--- src/rtl/qte_pkg.sv ---
// Shared widths, constants, types and arctangent table of the quaternion to Euler block.
`default_nettype none
package qte_pkg;

  localparam int IN_W       = 32;
  localparam int PROD_W     = 64;
  localparam int OP_W       = 64;
  localparam int NORM_BITS  = 40;
  localparam int CX_W       = 44;
  localparam int ACC_W      = 34;
  localparam int SQ_W       = 62;
  localparam int SQRT_CELLS = 31;
  localparam int K_W        = 5;
  localparam int MARGIN_W   = 30;

  localparam int CORDIC_STEPS_DEF = 24;

  localparam logic [MARGIN_W-1:0] MARGIN_RESET = 30'd107374;

  localparam logic signed [ACC_W-1:0] HALF_PI_Q30 = 34'sd1686629713;
  localparam logic signed [35:0] LIM_FIRST  = 36'sd1686629713;
  localparam logic signed [35:0] LIM_SECOND = 36'sd421657428;
  localparam logic signed [35:0] LIM_THIRD  = 36'sd843314857;

  localparam logic [29:0] ATAN_Q30 [32] = '{
    30'd843314856, 30'd497837829, 30'd263043836, 30'd133525158, 30'd67021686,
    30'd33543515, 30'd16775850, 30'd8388437, 30'd4194282, 30'd2097149,
    30'd1048575, 30'd524287, 30'd262143, 30'd131071, 30'd65535, 30'd32767,
    30'd16383, 30'd8191, 30'd4095, 30'd2047, 30'd1023, 30'd511, 30'd255,
    30'd127, 30'd63, 30'd31, 30'd15, 30'd8, 30'd4, 30'd2, 30'd1, 30'd0
  };

  typedef enum logic [1:0] {
    LOCK_NONE = 2'd0,
    LOCK_POS  = 2'd1,
    LOCK_NEG  = 2'd2
  } lock_e;

  // One square root cell's working remainder and partial root.
  typedef struct packed {
    logic [SQ_W-1:0] v;
    logic [SQ_W-1:0] r;
  } sqrt_t;

  // One vectoring rotation's working vector and angle.
  typedef struct packed {
    logic signed [CX_W-1:0]  x;
    logic signed [CX_W-1:0]  y;
    logic signed [ACC_W-1:0] acc;
    logic                    zero;
  } cordic_t;

endpackage
`default_nettype wire

--- src/rtl/qte_cordic_cell.sv ---
// One vectoring rotation of the arctangent chain.
`default_nettype none
module qte_cordic_cell #(
  parameter int STEP = 0
) (
  input  wire                 clk_i,
  input  qte_pkg::cordic_t    cd_i,
  output qte_pkg::cordic_t    cd_o
);

  localparam logic signed [qte_pkg::ACC_W-1:0] ATAN =
    $signed({{(qte_pkg::ACC_W-30){1'b0}}, qte_pkg::ATAN_Q30[STEP]});

  qte_pkg::cordic_t cd_d, cd_q;
  logic signed [qte_pkg::CX_W-1:0] dx, dy;

  always_comb begin
    dx = cd_i.y >>> STEP;
    dy = cd_i.x >>> STEP;
    cd_d.zero = cd_i.zero;
    if (cd_i.y > 0) begin
      cd_d.x   = cd_i.x + dx;
      cd_d.y   = cd_i.y - dy;
      cd_d.acc = cd_i.acc + ATAN;
    end else begin
      cd_d.x   = cd_i.x - dx;
      cd_d.y   = cd_i.y + dy;
      cd_d.acc = cd_i.acc - ATAN;
    end
  end

  always_ff @(posedge clk_i) begin
    cd_q <= cd_d;
  end

  assign cd_o = cd_q;

endmodule
`default_nettype wire

--- config.mk ---
export PLATFORM = sky130hd
export DESIGN_NAME = qte_cordic_cell
export DESIGN_NICKNAME = d
export VERILOG_FILES = /design/src/rtl/qte_pkg.sv /design/src/rtl/qte_cordic_cell.sv
export SDC_FILE = /design/constraint.sdc
export NUM_CORES = 1
export LEC_CHECK = 0
export BUFFER_PORTS_ARGS = -buffer_cell sky130_fd_sc_hd__buf_2
export CAP_MARGIN = 20
export CORE_MARGIN = 5
export CORE_UTILIZATION = 30
export DETAILED_ROUTE_END_ITERATION = 16
export GPL_ROUTABILITY_DRIVEN = 0
export GPL_TIMING_DRIVEN = 1
export PLACE_DENSITY_LB_ADDON = 0.15
export SYNTH_ARGS = -nofsm -noshare
export SYNTH_HDL_FRONTEND = slang
export SYNTH_SLANG_ARGS = --single-unit
export TNS_END_PERCENT = 30
--- constraint.sdc ---
create_clock -name clk_i -period 5.1 [get_ports clk_i]
set_clock_uncertainty 0.1 [all_clocks]
set_input_delay 1.53 -clock clk_i [delete_from_list [all_inputs] [get_ports clk_i]]
set_output_delay 1.53 -clock clk_i [all_outputs]
set_load 0.02 [all_outputs]
==> out/metrics.cfg <==
[power_and_ir_drop]
clockPowerShare_pct = 27.5
power.static_leakage_nw = 7.48
combinationalPowerShare_pct = 45.5
cellPowerDensity_nw_per_um2 = 290
post-layout-total-power_mw = 4.59
pwr-share-seq_pct = 27.0
internal_power_mw = 2.76
power.net_switching_mw = 1.83
p_sw_share_pct = 39.9
vdd_drop_max_mv = 0.216

[outcome]
run_status = complete, no violations

[global_route]
maximum_number_of_pins_on_one_net_before_global_route_repair = 79
grt.total_usage_pct = 21.4
vias_in_the_first_global_route = 13132
grt_first_pass_wirelength_mm = 74.9
grt_antenna_before_repair = 0
overflow = 0

[critical_path]
required_ns = 5.33
critical_path.startpoint_type = primary input
timing.critical_path.fanout_max = 7
arrival_ns = 5.05
end_kind = flop
path_class = in -> reg

[final_layout]
largest_register_ff_count = 122
num-nets-final = 2285
multiInputGateArea_um2 = 8750
areaGrowthSynthToFinish_pct = 31.7
final_util_pct = 39.9
drive_gt1_share_pct = 25.2
num-fill-cells = 4226
mostFrequentLayoutCells = sky130_fd_sc_hd__buf_2 (246), sky130_fd_sc_hd__a21oi_1 (205), sky130_fd_sc_hd__buf_4 (205), sky130_fd_sc_hd__ha_1 (158), sky130_fd_sc_hd__inv_1 (150)
register_area_um2 = 2440
layout_commonest_cell = sky130_fd_sc_hd__buf_2

[floorplanning]
width_of_the_die_um = 210
rows = 73
die_height_um = 210
die_area_um2 = 44100
top_level_ports = 247
design.core.area_um2 = 39600
start_util_pct = 30.3

[synthesis]
synth.yosys.warnings = 0
post_synth_main_area_contributors = sky130_fd_sc_hd__dfxtp_1 (20%), sky130_fd_sc_hd__ha_1 (16%), sky130_fd_sc_hd__a21oi_1 (8.6%)
syn-num-nets = 1881
synth_area_per_cell_um2 = 7.52
ys_ff_latch = 122
ys_types = 76
yosysTopAreaCell = sky130_fd_sc_hd__dfxtp_1
synthFlopType = sky130_fd_sc_hd__dfxtp_1
yosysSeqAreaShare_pct = 20.4
async_set_or_reset_flop_fraction_in_the_synthesized_netlist_pct = 0
yosysTopAreaCellShare_pct = 20.4
synthesis.instances = 1595
syn-cell-area_um2 = 12000
synth_enable_flop_cells = 0

[sta]
final.setup.tns_ns = 0
hold_viol = 0
finalWorstPathRequiredPeriod_ns = 4.82
max_clock_freq_ghz = 0.207
worst_slew_margin_relative_to_its_limit_pct = 39.8
final_worst_path_cycle_share_pct = 94.5
slew_violations = 0
setup_viol = 0
tightestPinTransition_ns = 0.903
rsz_0062_raised_after_global_routing = false

[cts]
tritoncts = yes
path_clk_slew_ns = 0.05
cts_num_sinks = 122
cts_made_buffers = 17
clk_root_buffer_cell = sky130_fd_sc_hd__clkbuf_16
clock_path_buffers = 2
cts_post_setup_buffers_inserted = 0
number_of_h_tree_levels = 4

[detailed_routing]
vias = 13301
viasPerCell = 5.24
wl_mm = 48.7
antenna_left = 0
dr.first_iter.drc_count = 981
wire_per_inst_um = 19.2
drc = 0
first_pass_iters = 5

[placed_design]
numPortBuffers = 246
dp_hpwl_mm = 40.2

[run]
max_cap_viol_count = 0

[hold_path]
worst_hold_path_type = in -> reg

[what timing repair did]
item                                    CTS  global route
resized for setup                         0             4
endpoints found under the setup margin    0             6
hold endpoints to repair                  0             0
hold buffers                              0             0
[kinds of logic (layout without fill, tap and decap cells)]
kind of cell	after synthesis	in the layout	share of synthesized area [%]
multiplexers	19	19	1.58
flip-flops	122	122	20.4
AND/OR/NAND/NOR	396	396	15.9
AO/OA/AOI/OAI	564	564	30.0
XOR/XNOR	109	109	7.95
adder cells (fa/ha/maj)	162	162	17.1
buffers and inverters	223	637	7.10
other	0	2	0
[per-stage QoR]
step	hold WS (ns)	cell area [um2]	cells	setup slack, ns
2_1_floorplan	1.46	12000	1595	0.0272
3_3_place_gp	1.54	15200	2505	-0.339
3_5_place_dp	1.54	15200	2505	-0.425
4_1_cts	1.07	15800	2534	0.0336
5_1_grt	1.07	15800	2534	0.0251
6_report	1.09	15800	2536	0.279
[per-layer routing]
metal,vias up,part of all wire (%),track usage [%]
li1,6508,-,-
met2,521,45,33.6
met3,60,6.9,3.51
met5,-,0,0
met4,0,2.2,5.81
met1,6212,46,30.5
[final timing paths]
check	startpoint	to	slack (ns)	cells past startpoint
setup / recovery	cd_i[44]	cd_o[26]	0.28	19
hold / removal	cd_i[0]	cd_o[0]	1.09	1
[synthesized netlist by cell type (16+ instances only)]
| library cell | number |
|---|---|
| sky130_fd_sc_hd__mux2i_1 | 19 |
| sky130_fd_sc_hd__nor2b_1 | 19 |
| sky130_fd_sc_hd__a21o_1 | 35 |
| sky130_fd_sc_hd__clkbuf_1 | 45 |
| sky130_fd_sc_hd__xnor2_1 | 93 |
| sky130_fd_sc_hd__dfxtp_1 | 122 |
| sky130_fd_sc_hd__nor2_1 | 130 |
| sky130_fd_sc_hd__nand4_1 | 37 |
| sky130_fd_sc_hd__a21oi_1 | 206 |
| sky130_fd_sc_hd__ha_1 | 158 |
| sky130_fd_sc_hd__buf_1 | 17 |
| sky130_fd_sc_hd__o21bai_1 | 42 |
| sky130_fd_sc_hd__nand3_1 | 22 |
| sky130_fd_sc_hd__o31ai_1 | 18 |
| sky130_fd_sc_hd__o21ai_0 | 105 |
| sky130_fd_sc_hd__nor3_1 | 26 |
| sky130_fd_sc_hd__nand2_1 | 87 |
| sky130_fd_sc_hd__inv_1 | 151 |
| sky130_fd_sc_hd__nor4_1 | 22 |
| sky130_fd_sc_hd__xor2_1 | 16 |
[power groups by stage]
stage	clock, mW	combinational, mW	sequential (mW)
floorplan	0	0.942	1.54
global placement	0	2.07	1.26
detailed placement	0	2.07	1.26
CTS	1.30	2.08	1.24
global route	1.34	2.26	1.26
finish	1.26	2.09	1.24
[critical path, cell delays in order]
cell	delay [ns]
sky130_fd_sc_hd__buf_2	0.12
sky130_fd_sc_hd__nor4_1	0.29
sky130_fd_sc_hd__buf_4	0.17
sky130_fd_sc_hd__nand4_1	0.08
sky130_fd_sc_hd__buf_4	0.17
sky130_fd_sc_hd__nor3_1	0.27
sky130_fd_sc_hd__or2_4	0.20
sky130_fd_sc_hd__buf_4	0.17
sky130_fd_sc_hd__ha_1	0.26
sky130_fd_sc_hd__nand2_1	0.09
sky130_fd_sc_hd__o21ai_0	0.12
sky130_fd_sc_hd__nor2b_1	0.15
sky130_fd_sc_hd__o31a_1	0.28
sky130_fd_sc_hd__a2111oi_4	0.36
sky130_fd_sc_hd__buf_4	0.17
sky130_fd_sc_hd__a21oi_1	0.11
sky130_fd_sc_hd__a21oi_2	0.24
sky130_fd_sc_hd__o21ai_0	0.13
sky130_fd_sc_hd__xnor2_1	0.14
[layout make-up]
cell class,count,share of cell area (%)
Clock inverter,8,0.768
Sequential cell,122,15.4
Tap cell,525,4.15
Inverter,156,3.72
Multi-Input combinational cell,1250,55.3
Timing Repair Buffer,452,17.6
Clock buffer,21,2.91
Antenna cell,2,0.0317
Note: power is estimated with default switching activity, not from simulation.
