==> src/rtl/qte_pkg.sv <==
// Shared widths, constants, types and arctangent table of the quaternion to Euler block.
`default_nettype none
package qte_pkg;

  localparam int IN_W       = 32;
  localparam int PROD_W     = 64;
  localparam int OP_W       = 64;
  localparam int NORM_BITS  = 40;
  localparam int CX_W       = 44;
  localparam int ACC_W      = 34;
  localparam int SQ_W       = 62;
  localparam int SQRT_CELLS = 31;
  localparam int K_W        = 5;
  localparam int MARGIN_W   = 30;

  localparam int CORDIC_STEPS_DEF = 24;

  localparam logic [MARGIN_W-1:0] MARGIN_RESET = 30'd107374;

  localparam logic signed [ACC_W-1:0] HALF_PI_Q30 = 34'sd1686629713;
  localparam logic signed [35:0] LIM_FIRST  = 36'sd1686629713;
  localparam logic signed [35:0] LIM_SECOND = 36'sd421657428;
  localparam logic signed [35:0] LIM_THIRD  = 36'sd843314857;

  localparam logic [29:0] ATAN_Q30 [32] = '{
    30'd843314856, 30'd497837829, 30'd263043836, 30'd133525158, 30'd67021686,
    30'd33543515, 30'd16775850, 30'd8388437, 30'd4194282, 30'd2097149,
    30'd1048575, 30'd524287, 30'd262143, 30'd131071, 30'd65535, 30'd32767,
    30'd16383, 30'd8191, 30'd4095, 30'd2047, 30'd1023, 30'd511, 30'd255,
    30'd127, 30'd63, 30'd31, 30'd15, 30'd8, 30'd4, 30'd2, 30'd1, 30'd0
  };

  typedef enum logic [1:0] {
    LOCK_NONE = 2'd0,
    LOCK_POS  = 2'd1,
    LOCK_NEG  = 2'd2
  } lock_e;

  // One square root cell's working remainder and partial root.
  typedef struct packed {
    logic [SQ_W-1:0] v;
    logic [SQ_W-1:0] r;
  } sqrt_t;

  // One vectoring rotation's working vector and angle.
  typedef struct packed {
    logic signed [CX_W-1:0]  x;
    logic signed [CX_W-1:0]  y;
    logic signed [ACC_W-1:0] acc;
    logic                    zero;
  } cordic_t;

endpackage
`default_nettype wire

==> src/rtl/qte_norm.sv <==
// Operand scaling and quarter-turn pre-rotation ahead of a vectoring chain.
`default_nettype none
module qte_norm (
  input  wire                              clk_i,
  input  wire signed [qte_pkg::OP_W-1:0]   y_i,
  input  wire signed [qte_pkg::OP_W-1:0]   x_i,
  output qte_pkg::cordic_t                 cd_o
);

  logic [qte_pkg::OP_W-1:0] ax, ay, m;
  logic [qte_pkg::K_W-1:0]  k_d, k_q;
  logic signed [qte_pkg::OP_W-1:0] y_q, x_q, ys, xs;
  logic zero_q;
  qte_pkg::cordic_t cd_d, cd_q;

  // Shift count that brings the larger magnitude below the working limit.
  always_comb begin
    ax  = x_i[qte_pkg::OP_W-1] ? (~x_i + 1'b1) : x_i;
    ay  = y_i[qte_pkg::OP_W-1] ? (~y_i + 1'b1) : y_i;
    m   = (ax > ay) ? ax : ay;
    k_d = '0;
    for (int b = qte_pkg::NORM_BITS; b < qte_pkg::OP_W; b++) begin
      if (m[b]) k_d = qte_pkg::K_W'(b - qte_pkg::NORM_BITS + 1);
    end
  end

  always_ff @(posedge clk_i) begin
    y_q    <= y_i;
    x_q    <= x_i;
    k_q    <= k_d;
    zero_q <= (x_i == '0) && (y_i == '0);
  end

  always_comb begin
    xs      = x_q >>> k_q;
    ys      = y_q >>> k_q;
    cd_d.zero = zero_q;
    if (xs[qte_pkg::OP_W-1]) begin
      if (!ys[qte_pkg::OP_W-1]) begin
        cd_d.x   = qte_pkg::CX_W'(ys);
        cd_d.y   = qte_pkg::CX_W'(-xs);
        cd_d.acc = qte_pkg::HALF_PI_Q30;
      end else begin
        cd_d.x   = qte_pkg::CX_W'(-ys);
        cd_d.y   = qte_pkg::CX_W'(xs);
        cd_d.acc = -qte_pkg::HALF_PI_Q30;
      end
    end else begin
      cd_d.x   = qte_pkg::CX_W'(xs);
      cd_d.y   = qte_pkg::CX_W'(ys);
      cd_d.acc = '0;
    end
  end

  always_ff @(posedge clk_i) begin
    cd_q <= cd_d;
  end

  assign cd_o = cd_q;

endmodule
`default_nettype wire

==> config.mk <==
export PLATFORM = sky130hd
export DESIGN_NAME = qte_norm
export DESIGN_NICKNAME = d
export VERILOG_FILES = /design/src/rtl/qte_pkg.sv /design/src/rtl/qte_norm.sv
export SDC_FILE = /design/constraint.sdc
export NUM_CORES = 1
export LEC_CHECK = 0
export ABC_CLOCK_PERIOD_IN_PS = 15380
export BUFFER_PORTS_ARGS = -buffer_cell sky130_fd_sc_hd__buf_2
export CAP_MARGIN = 20
export CORE_MARGIN = 1.5
export CORE_UTILIZATION = 31
export CTS_CLUSTER_DIAMETER = 60
export DETAILED_ROUTE_END_ITERATION = 6
export MAX_ROUTING_LAYER = met4
export PLACE_DENSITY = 0.45
export RECOVER_POWER = 100
export SLEW_MARGIN = 20
export SYNTH_ARGS = -nofsm -noshare
export SYNTH_HDL_FRONTEND = slang
export SYNTH_SLANG_ARGS = --single-unit
==> constraint.sdc <==
create_clock -name clk_i -period 15.38 [get_ports clk_i]
set_input_delay 1.538 -clock clk_i [delete_from_list [all_inputs] [get_ports clk_i]]
set_output_delay 1.538 -clock clk_i [all_outputs]
set_load 0.01 [all_outputs]
==> run summary, run 1 <==
The remaining global-route overflow came out at 0. The fraction of layout instances using a drive strength above 1 is 0.160. STA puts the critical path data arrival time at 10.41 ns. The synthesis-stage register bit count came out at 226. The final hold violation count is 0. The hold buffer count at cts came out at 0. The worst hold-check path type is register to register. VDD sags by at most about 0.000063 V. The core box area came out at 67,400 sq um. The routed length on met1 came out at 39,300 um.

The total count of max-transition violations in the final report is 396. The count of boundary I/O pins is 252. TritonCTS built the clock tree. The CTS buffer count is 35. The type of the worst setup path is register to register. After the last flow step, the layout net total stands at 2,565.

The complex-gate fraction of the synthesized area came to 0.156. The number of max-cap violations is 7. The smallest clock period supported by the final layout is computed as 10.19 ns. The initial utilization of the core area, before any placement, comes to 0.315. The first global-routing pass estimated 126,000 um of wire. The most used flip-flop cell after synthesis is sky130_fd_sc_hd__dfxtp_1. The total of endpoints with negative setup slack in the final report came out at 0. The initial detailed-routing violation count came out at 2,149.

Signal routing reaches up to met4. The highest fanout seen on the critical path is 62. The number of vias in the routed layout came out at 19,600. The full die area is 70,000 sq um. The total met3 wirelength after detailed routing came out at 6350 um. The mean area per synthesized cell came out at about 9.5 sq um.

Entering global routing, the biggest net connects 88 pins. Counting tap cells, the placed design contains a total of 3,204 instances. The xor/xnor cell area share of the yosys netlist is 0.0822. Derived from the worst setup path, the maximum achievable clock frequency is roughly 98 MHz. The number of detailed-routing iterations run before antenna repair is 5. The die is 264 um tall. The HPWL after detailed placement is 67,400 um.

The post-CTS setup buffer count came out at 0. The post-route clock skew is 0.0200 ns. Summing all placed instances gives a cell area of between 20,000 and 25,000 sq um. For the pin with the worst max-slew slack, the measured transition is 3.96 ns. Yosys mapped the design onto 88 distinct sky130hd cell types.

The worst setup path is launched from a register. The longest clock path from root to sink contains 3 buffers. The aggregate global-route resource usage is 0.244. The total wire length came out at 85,100 um. The power per cell area came out at between 100 and 150 nW/um^2. Yosys printed 0 warnings. The number of antenna-violating nets in the routed design is 0.

The post-route cell area came out at about 24,000 sq um. The largest family of logic cells by synthesized area is multiplexers. After synthesis, the share of cell area in mux cells is 0.312.

The adder-cell area share of the yosys netlist came out at 0.0401. Routability-driven placement finished with a final weighted congestion of 0.928. The port buffer count is 251. The simple-gate portion of the synthesized area is 0.144. The worst setup path is captured at a register. The routed via count divided by cell count is 6.01. The headroom to the max-slew limit is -1.64. The total number of clock tree sinks is 226. The post-route fraction of the period consumed by the critical path is 0.663. The initialized floorplan defines 95 standard-cell rows. The number of enable flip-flop cells after synthesis came out at 0. For the worst-skew pair, the clock arrives at the later sink with an insertion delay of around 0.56 ns. The die width is ~260 um.

The post-detailed-route DRC marker count came out at 0. The area growth from synthesis to layout is 11.7%. The run finished, with violations left. In this run the number of H-tree levels came out at 2. Setup repair after global routing left no endpoint under its margin. CTS placed an instance of sky130_fd_sc_hd__clkbuf_16 at the clock tree root. The leakage power figure came out at 0.00853 uW. In the synthesized netlist the async set-or-reset flop fraction comes to 0. The wire length on met2 is approximately 38,000 um. The total design power came out at 3320 uW. The via count of the first global-routing pass came out at 18,700. The synthesized netlist cell count came out at 2,243. The mean routed wirelength per cell came out at 26.0 um. The post-layout instance count excluding filler cells came out at around 3,300. When the netlist entered floorplanning its net count stood at ~2,400. After clock tree synthesis, the clock-pin slew on the worst setup and hold paths is 0.06 ns. The combined area of all synthesized cells came out at 21,200 sq um. The number of filler cells placed in the layout is roughly 7,000. The initial antenna violation count came to 3.

For the final routed database, the setup TNS stands at 0 ns. The checks that failed: max-capacitance violations, max-slew violations. The quantity of gates resized following cts is 0. The critical path required time came out at 15.60 ns.

For this run, the register share of the synthesized area comes to 0.213.
placed cells by master, fill, tap and decap left out, types with 31 or more instances in the layout:
| cell | n |
|---|---|
| sky130_fd_sc_hd__nor3_1 | 31 |
| sky130_fd_sc_hd__inv_1 | 36 |
| sky130_fd_sc_hd__clkbuf_16 | 36 |
| sky130_fd_sc_hd__xnor2_1 | 101 |
| sky130_fd_sc_hd__mux4_2 | 206 |
| sky130_fd_sc_hd__a21oi_1 | 148 |
| sky130_fd_sc_hd__clkbuf_1 | 261 |
| sky130_fd_sc_hd__mux2i_1 | 129 |
| sky130_fd_sc_hd__o41ai_1 | 37 |
| sky130_fd_sc_hd__o21ai_0 | 111 |
| sky130_fd_sc_hd__dfxtp_1 | 221 |
| sky130_fd_sc_hd__nand2_1 | 181 |
| sky130_fd_sc_hd__o31ai_1 | 39 |
| sky130_fd_sc_hd__ha_1 | 68 |
| sky130_fd_sc_hd__nor2_1 | 163 |
| sky130_fd_sc_hd__mux2_2 | 58 |
| sky130_fd_sc_hd__xor2_1 | 98 |
| sky130_fd_sc_hd__nand3_1 | 34 |
kinds of logic (layout without fill, tap and decap cells):
kind of cell	after synthesis	count (layout)
simple gates	620	620
compound gates	505	505
mux	396	396
buf+inv	229	381
flops	226	226
xor+xnor	199	199
fa+ha+maj	68	68
other cells	0	1
power breakdown:
group          leakage [uW]  total, uW  internal, uW  switching, uW
Clock              0.000591        827           515            312
Sequential          0.00191        803           702            100
Combinational       0.00603       1690           717            975
path summary, 6_finish.rpt:
kind / start / endpoint / slack (ns) / cells past startpoint
worst max-delay path: k_q[1]$_SDFF_PP0_ / cd_o[62]$_DFF_P_ / 5.19 / 12
worst max register to register: k_q[1]$_SDFF_PP0_ / cd_o[62]$_DFF_P_ / 5.19 / 12
worst min register to register: zero_q$_DFF_P_ / cd_o[0]$_DFF_P_ / 0.33 / 0
worst min-delay path: zero_q$_DFF_P_ / cd_o[0]$_DFF_P_ / 0.33 / 0
cells in the mapped netlist, types with 37 or more instances:
master	number	area [sq um]
sky130_fd_sc_hd__o41ai_1	37	324
sky130_fd_sc_hd__o21ai_0	105	526
sky130_fd_sc_hd__dfxtp_1	226	4520
sky130_fd_sc_hd__mux4_2	206	4640
sky130_fd_sc_hd__a21oi_1	148	741
sky130_fd_sc_hd__clkbuf_1	71	267
sky130_fd_sc_hd__nand2_1	181	679
sky130_fd_sc_hd__mux2i_1	129	1290
sky130_fd_sc_hd__xor2_1	98	858
sky130_fd_sc_hd__buf_2	39	195
sky130_fd_sc_hd__inv_1	37	139
sky130_fd_sc_hd__nor2_1	164	616
sky130_fd_sc_hd__buf_4	39	293
sky130_fd_sc_hd__ha_1	68	851
sky130_fd_sc_hd__mux2_2	60	676
sky130_fd_sc_hd__o31ai_1	38	285
sky130_fd_sc_hd__xnor2_1	101	885
sequential cells by signal (all words and copies together), names as in the netlist:
name and count:
cd_o 92, y_q 64, x_q 64, k_q 5, zero_q 1
per-layer routing:
metal / global-route usage / up-vias
met5: - / -
met1: 0.347 / 9757
met4: 0.0550 / 0
li1: - / 8827
met2: 0.367 / 947
met3: 0.0330 / 110
worst max-delay path, cell delays in order (launching register included):
cell and delay (ns):
sky130_fd_sc_hd__dfxtp_1 1.98, sky130_fd_sc_hd__buf_4 0.70, sky130_fd_sc_hd__clkbuf_1 2.83, sky130_fd_sc_hd__mux4_2 0.84, sky130_fd_sc_hd__mux4_2 0.59, sky130_fd_sc_hd__a221oi_1 0.93
sky130_fd_sc_hd__nand4_1 0.41, sky130_fd_sc_hd__nor4_1 0.34, sky130_fd_sc_hd__clkbuf_1 0.41, sky130_fd_sc_hd__and2_0 0.35, sky130_fd_sc_hd__a31oi_1 0.15, sky130_fd_sc_hd__xnor2_1 0.19
sky130_fd_sc_hd__a21oi_1 0.11
layout make-up:
| cell class | count | area, sq um | share of cell area |
|---|---|---|---|
| repair buffers | 277 | 1120 | 0.0471 |
| multi-input cells | 1788 | 15600 | 0.657 |
| clock buffers | 43 | 947 | 0.0400 |
| diodes | 1 | 2.50 | 0.000106 |
| flip-flops and latches | 226 | 4540 | 0.192 |
| well taps | 873 | 1090 | 0.0461 |
| clock inverters | 21 | 273 | 0.0115 |
| inverters | 40 | 150 | 0.00634 |
through the flow:
stage	worst slack [ns]	hold WS (ns)	utilization
4_1_cts	7.71	0.339	0.357
2_1_floorplan	8.77	0.310	-
3_3_place_gp	7.20	0.318	0.339
3_5_place_dp	7.13	0.318	0.339
5_1_grt	4.00	0.344	0.351
6_report	5.19	0.334	0.351
No activity file was read; power rests on OpenSTA's default activity.
==> run 2, diff against run 1 <==
--- a/config.mk
+++ b/config.mk
@@ -5,7 +5,8 @@
 export SDC_FILE = /design/constraint.sdc
 export NUM_CORES = 1
 export LEC_CHECK = 0
-export ABC_CLOCK_PERIOD_IN_PS = 15380
+export ABC_AREA = 1
+export ABC_CLOCK_PERIOD_IN_PS = 8900
 export BUFFER_PORTS_ARGS = -buffer_cell sky130_fd_sc_hd__buf_2
 export CAP_MARGIN = 20
 export CORE_MARGIN = 1.5
@@ -13,7 +14,7 @@
 export CTS_CLUSTER_DIAMETER = 60
 export DETAILED_ROUTE_END_ITERATION = 6
 export MAX_ROUTING_LAYER = met4
-export PLACE_DENSITY = 0.45
+export PLACE_DENSITY = 0.47
 export RECOVER_POWER = 100
 export SLEW_MARGIN = 20
 export SYNTH_ARGS = -nofsm -noshare
==> constraint.sdc (replaced) <==
create_clock -name clk_i -period 8.9 [get_ports clk_i]
set_input_delay 0.89 -clock clk_i [delete_from_list [all_inputs] [get_ports clk_i]]
set_output_delay 0.89 -clock clk_i [all_outputs]
set_load 0.01 [all_outputs]
==> run summary, run 2 <==
The HPWL after detailed placement was 66,000 um (-2.1%). The headroom to the max-slew limit came to -0.999 (+0.638). The flip-flop count of the largest register after layout is 92 (unchanged).

After synthesis, the cell types taking the most area are sky130_fd_sc_hd__dfxtp_1 22%, sky130_fd_sc_hd__nand2_1 17%, sky130_fd_sc_hd__o21ai_0 9.8%. The source of the worst register-to-register timing path is k_q[0]$_SDFF_PP0_. The CTS clock-pin slew for the worst setup and hold paths is 0.06 ns (about the same). The final net count was 3,626 (+41%). The highest fanout seen on the critical path came to 47 (-24%).

The post-CTS setup buffer count is 0 (unchanged). Counting stages on the worst path, the most repeated cell is sky130_fd_sc_hd__nand2_1. The synthesis-stage register bit count was 226 (unchanged). The routed via count divided by cell count came out at 4.91 (-18%).

The pin count of the biggest net entering global routing came out at 92 (+4.5%). The depth of the worst register-to-register path came out at 25 (+13). The most common library cell in the layout ignoring fill and taps is sky130_fd_sc_hd__nand2_1. The aggregate global-route resource usage came out at 0.238 (-0.00630). The post-route fraction of the period consumed by the critical path came out at 0.845. The total number of clock tree sinks came out at 226 (unchanged). The count of boundary I/O pins came out at 252 (unchanged). The fraction of layout instances using a drive strength above 1 is 0.0336 (-0.126). The accumulated negative setup slack is 0 ns (unchanged).

The cell count of the worst hold path came to 0 (unchanged). sky130_fd_sc_hd__dfxtp_1 takes more of the synthesized area than any other cell. The total of endpoints with negative setup slack in the final report is 0 (unchanged). The number of enable flip-flop cells after synthesis came out at 0 (unchanged).

The initial detailed-routing violation count is 1,468 (-32%). The area added between synthesis and finish is 9.50%. Setup repair after global routing left no endpoint under its margin.

The footprint of the flip-flops and latches came out at 4530 sq um (-0.25%). The commonest cells after synthesis are 932 x sky130_fd_sc_hd__nand2_1, 398 x sky130_fd_sc_hd__o21ai_0, 339 x sky130_fd_sc_hd__inv_1. The power per cell area came out at 252 nW/um^2 (+80%). The full die area is 66,900 sq um (-4.3%). The number of max-cap violations was 6 (-1).

The global-route wire length before repair came to 119,000 um (-5.1%). The sequential fraction of the synthesis area came out at 0.223 (+0.00980). The number of nets produced by synthesis is 3,517 (+44%). The number of filler cells placed in the layout came out at 7,620 (+9.0%). The post-detailed-route DRC marker count is 0 (unchanged).

The clock latency on the worst-skew pair is 0.57 ns (about the same). The fraction of the core area covered by cells at the end of the flow is 0.344 (-0.00785). The mean area per synthesized cell is 6.10 sq um (-35%). The combined area of all synthesized cells came out at 20,300 sq um (-4.4%). Among all flip-flop cells after synthesis, the most frequent one is sky130_fd_sc_hd__dfxtp_1. The total wire length came out at 79,800 um (-6.3%).

The reg-to-reg setup timing slack came to 1.38 ns (-3.81 ns). The CTS buffer count is 29 (-17%). The worst register-to-register path ends at cd_o[77]$_DFF_P_. The highest cell delay on the worst timing path came to 1.57 ns (-1.26 ns).

The path class of the tightest hold or removal check is register to register. Among all cell types in the netlist, the one instantiated most often is sky130_fd_sc_hd__nand2_1. The die width is 259 um (-2.2%). The beginning of the critical path is y_i[63]. The number of antenna-violating nets in the routed design is 0 (unchanged). The critical path required time came out at 9.39 ns (-6.21 ns). The final reports fail on max-capacitance violations, max-slew violations. The hold buffer count at cts came out at 0 (unchanged). The combined buffer and inverter count along the critical path came out at 4 (+1). The CTS H-tree depth is 1 (-1).

The remaining global-route overflow came out at 0 (unchanged). The maximum clock rate came out at approximately 130 MHz. The largest voltage drop on the vdd net came out at 0.000131 V (+110%). The path with the worst hold slack has its endpoint at cd_o[0]$_DFF_P_. The via count of the first global-routing pass was 20,400 (+8.9%).

The buffer depth of the longest clock path was 3 (unchanged). In this run the most critical hold path is launched from zero_q$_DFF_P_. The worst path in the final design needs a cycle of 7.52 ns, including I/O delays and setup. The post-layout instance count excluding filler cells is 4,311 (+32%). The number of vias in the routed layout came out at 21,200 (+7.8%). The cell row count is 93 (-2.1%). The quantity of gates resized following cts came out at 0 (unchanged). The cell type of the slowest stage on the worst timing path is sky130_fd_sc_hd__clkbuf_1. The slew at the pin with the worst max-slew slack came out at 3.00 ns (-0.957 ns).

STA classifies the critical path endpoint as a register. The core box area is 64,600 sq um (-4.2%). The share of the synthesized area in the top cell type came out at 0.223 (+0.00437). The number of different library cells in the post-synthesis netlist came out at 58 (-34%). The total count of max-transition violations in the final report is 357 (-9.8%).

The synthesis warning total is 0 (unchanged). The port buffer count is 251 (unchanged). The mean routed wirelength per cell came out at 18.5 um (-29%).

The kind of start point of the critical path is an input pin. The kind of cell with the highest combined delay along the critical path is simple AND/OR/NAND/NOR gates. The cell count after placement is 4,253 (+33%). The synthesized netlist cell count came out at 3,320 (+48%). The arrival time at the worst endpoint came out at 8.01 ns (-2.40 ns). The combined area of the multi-input logic cells is 13,200 sq um (-15%).

The final hold violation count is 0 (unchanged). The number of detailed-routing iterations run before antenna repair came out at 5 (unchanged). The placer's final routability congestion estimate came out at 0.942 (+1.6%).

The share of async-settable or async-resettable flops after synthesis was 0 (unchanged). TritonCTS built the clock tree. The root buffer cell chosen for the clock tree is sky130_fd_sc_hd__clkbuf_16. The chip height is 259 um (-2.2%). The top cell types in the final layout, fill and taps aside, are 934 x sky130_fd_sc_hd__nand2_1, 411 x sky130_fd_sc_hd__o21ai_0, 336 x sky130_fd_sc_hd__inv_1. The post-route clock skew is 0.0105 ns (-0.00954 ns). The run finished, with violations left. The leakage power figure is 0.00996 uW (+17%).

The worst slack on hold paths is 0.334 ns (+0.000763 ns). The initial core utilization came out at 0.314 (-0.000704). The initial antenna violation count came to 3 (unchanged). The worst setup path is of the input pin to register kind.
## run 2: cells by family (layout without fill, tap and decap cells)
kind of cell	Yosys count	in the layout	share of synthesized area
other	0	4	0
AOI/OAI and AO/OA	702	702	0.189
adders and majority gates	68	68	0.0420
buffers and inverters	545	677	0.119
xor gates and xnor gates	195	195	0.0843
DFF	226	226	0.223
muxes	72	72	0.0356
and+or+nand+nor	1512	1512	0.307
## run 2: final cells by class
| cell class | instances | share of cell area |
|---|---|---|
| Clock buffer | 36 | 0.0352 |
| Antenna cell | 4 | 0.000451 |
| Inverter | 350 | 0.0595 |
| Sequential cell | 226 | 0.204 |
| Timing Repair Buffer | 273 | 0.0493 |
| Multi-Input combinational cell | 2549 | 0.596 |
| Tap cell | 855 | 0.0482 |
| Clock inverter | 18 | 0.00750 |
## run 2: where the power goes
part	internal, uW	switching [uW]	total, uW	leakage (uW)
Clock	642	487	1130	0.000469
Sequential	1240	99.8	1340	0.00190
Combinational	932	2190	3120	0.00758
## run 2: worst max-delay path by stage
stage	endpoint	slack, ns	depth (start not counted)
floorplan	k_q[0]$_SDFF_PP0_	3.29	49
global placement	k_q[0]$_SDFF_PP0_	1.39	49
detailed placement	k_q[0]$_SDFF_PP0_	1.26	46
CTS	k_q[0]$_SDFF_PP0_	1.82	46
global route	cd_o[117]$_DFF_P_	0.50	26
finish	k_q[0]$_SDFF_PP0_	1.38	34
## run 2: routing by layer
| layer | up-vias | GRT usage | wire, um |
|---|---|---|---|
| met4 | 0 | 0.0864 | 2800 |
| li1 | 10900 | - | - |
| met2 | 581 | 0.356 | 33900 |
| met1 | 9523 | 0.333 | 39500 |
| met3 | 128 | 0.0175 | 3620 |
| met5 | - | - | 0 |
## run 2: stage by stage
step | setup WS, ns | area (sq um) | total power [uW]
finish | 1.38 | 22200 | 5590
global route | 0.499 | 22200 | 6070
detailed placement | 1.26 | 21700 | 4540
global placement | 1.39 | 21700 | 4540
CTS | 1.82 | 22600 | 5690
floorplan | 3.29 | 20300 | 3540
## run 2: worst reg2reg max path, cell delays in order, from the launching register on
cell,delay [ns]
sky130_fd_sc_hd__dfxtp_1,1.78
sky130_fd_sc_hd__inv_4,0.55
sky130_fd_sc_hd__buf_4,0.55
sky130_fd_sc_hd__nand2_1,0.14
sky130_fd_sc_hd__o21ai_0,0.11
sky130_fd_sc_hd__o21ai_0,0.48
sky130_fd_sc_hd__inv_1,0.10
sky130_fd_sc_hd__nand2_1,0.07
sky130_fd_sc_hd__o21ai_0,0.11
sky130_fd_sc_hd__o21ai_0,0.43
sky130_fd_sc_hd__a21boi_0,0.24
sky130_fd_sc_hd__inv_1,0.15
sky130_fd_sc_hd__ha_1,0.17
sky130_fd_sc_hd__nand2_1,0.09
sky130_fd_sc_hd__nor3_1,0.55
sky130_fd_sc_hd__nand3_2,0.14
sky130_fd_sc_hd__nand3b_1,0.25
sky130_fd_sc_hd__clkinv_1,0.07
sky130_fd_sc_hd__nor2_1,0.05
sky130_fd_sc_hd__nor2_1,0.30
sky130_fd_sc_hd__o21ai_0,0.30
sky130_fd_sc_hd__a21oi_1,0.31
sky130_fd_sc_hd__o21ai_1,0.13
sky130_fd_sc_hd__xnor2_1,0.14
sky130_fd_sc_hd__nand2_1,0.05
sky130_fd_sc_hd__o21ai_1,0.09
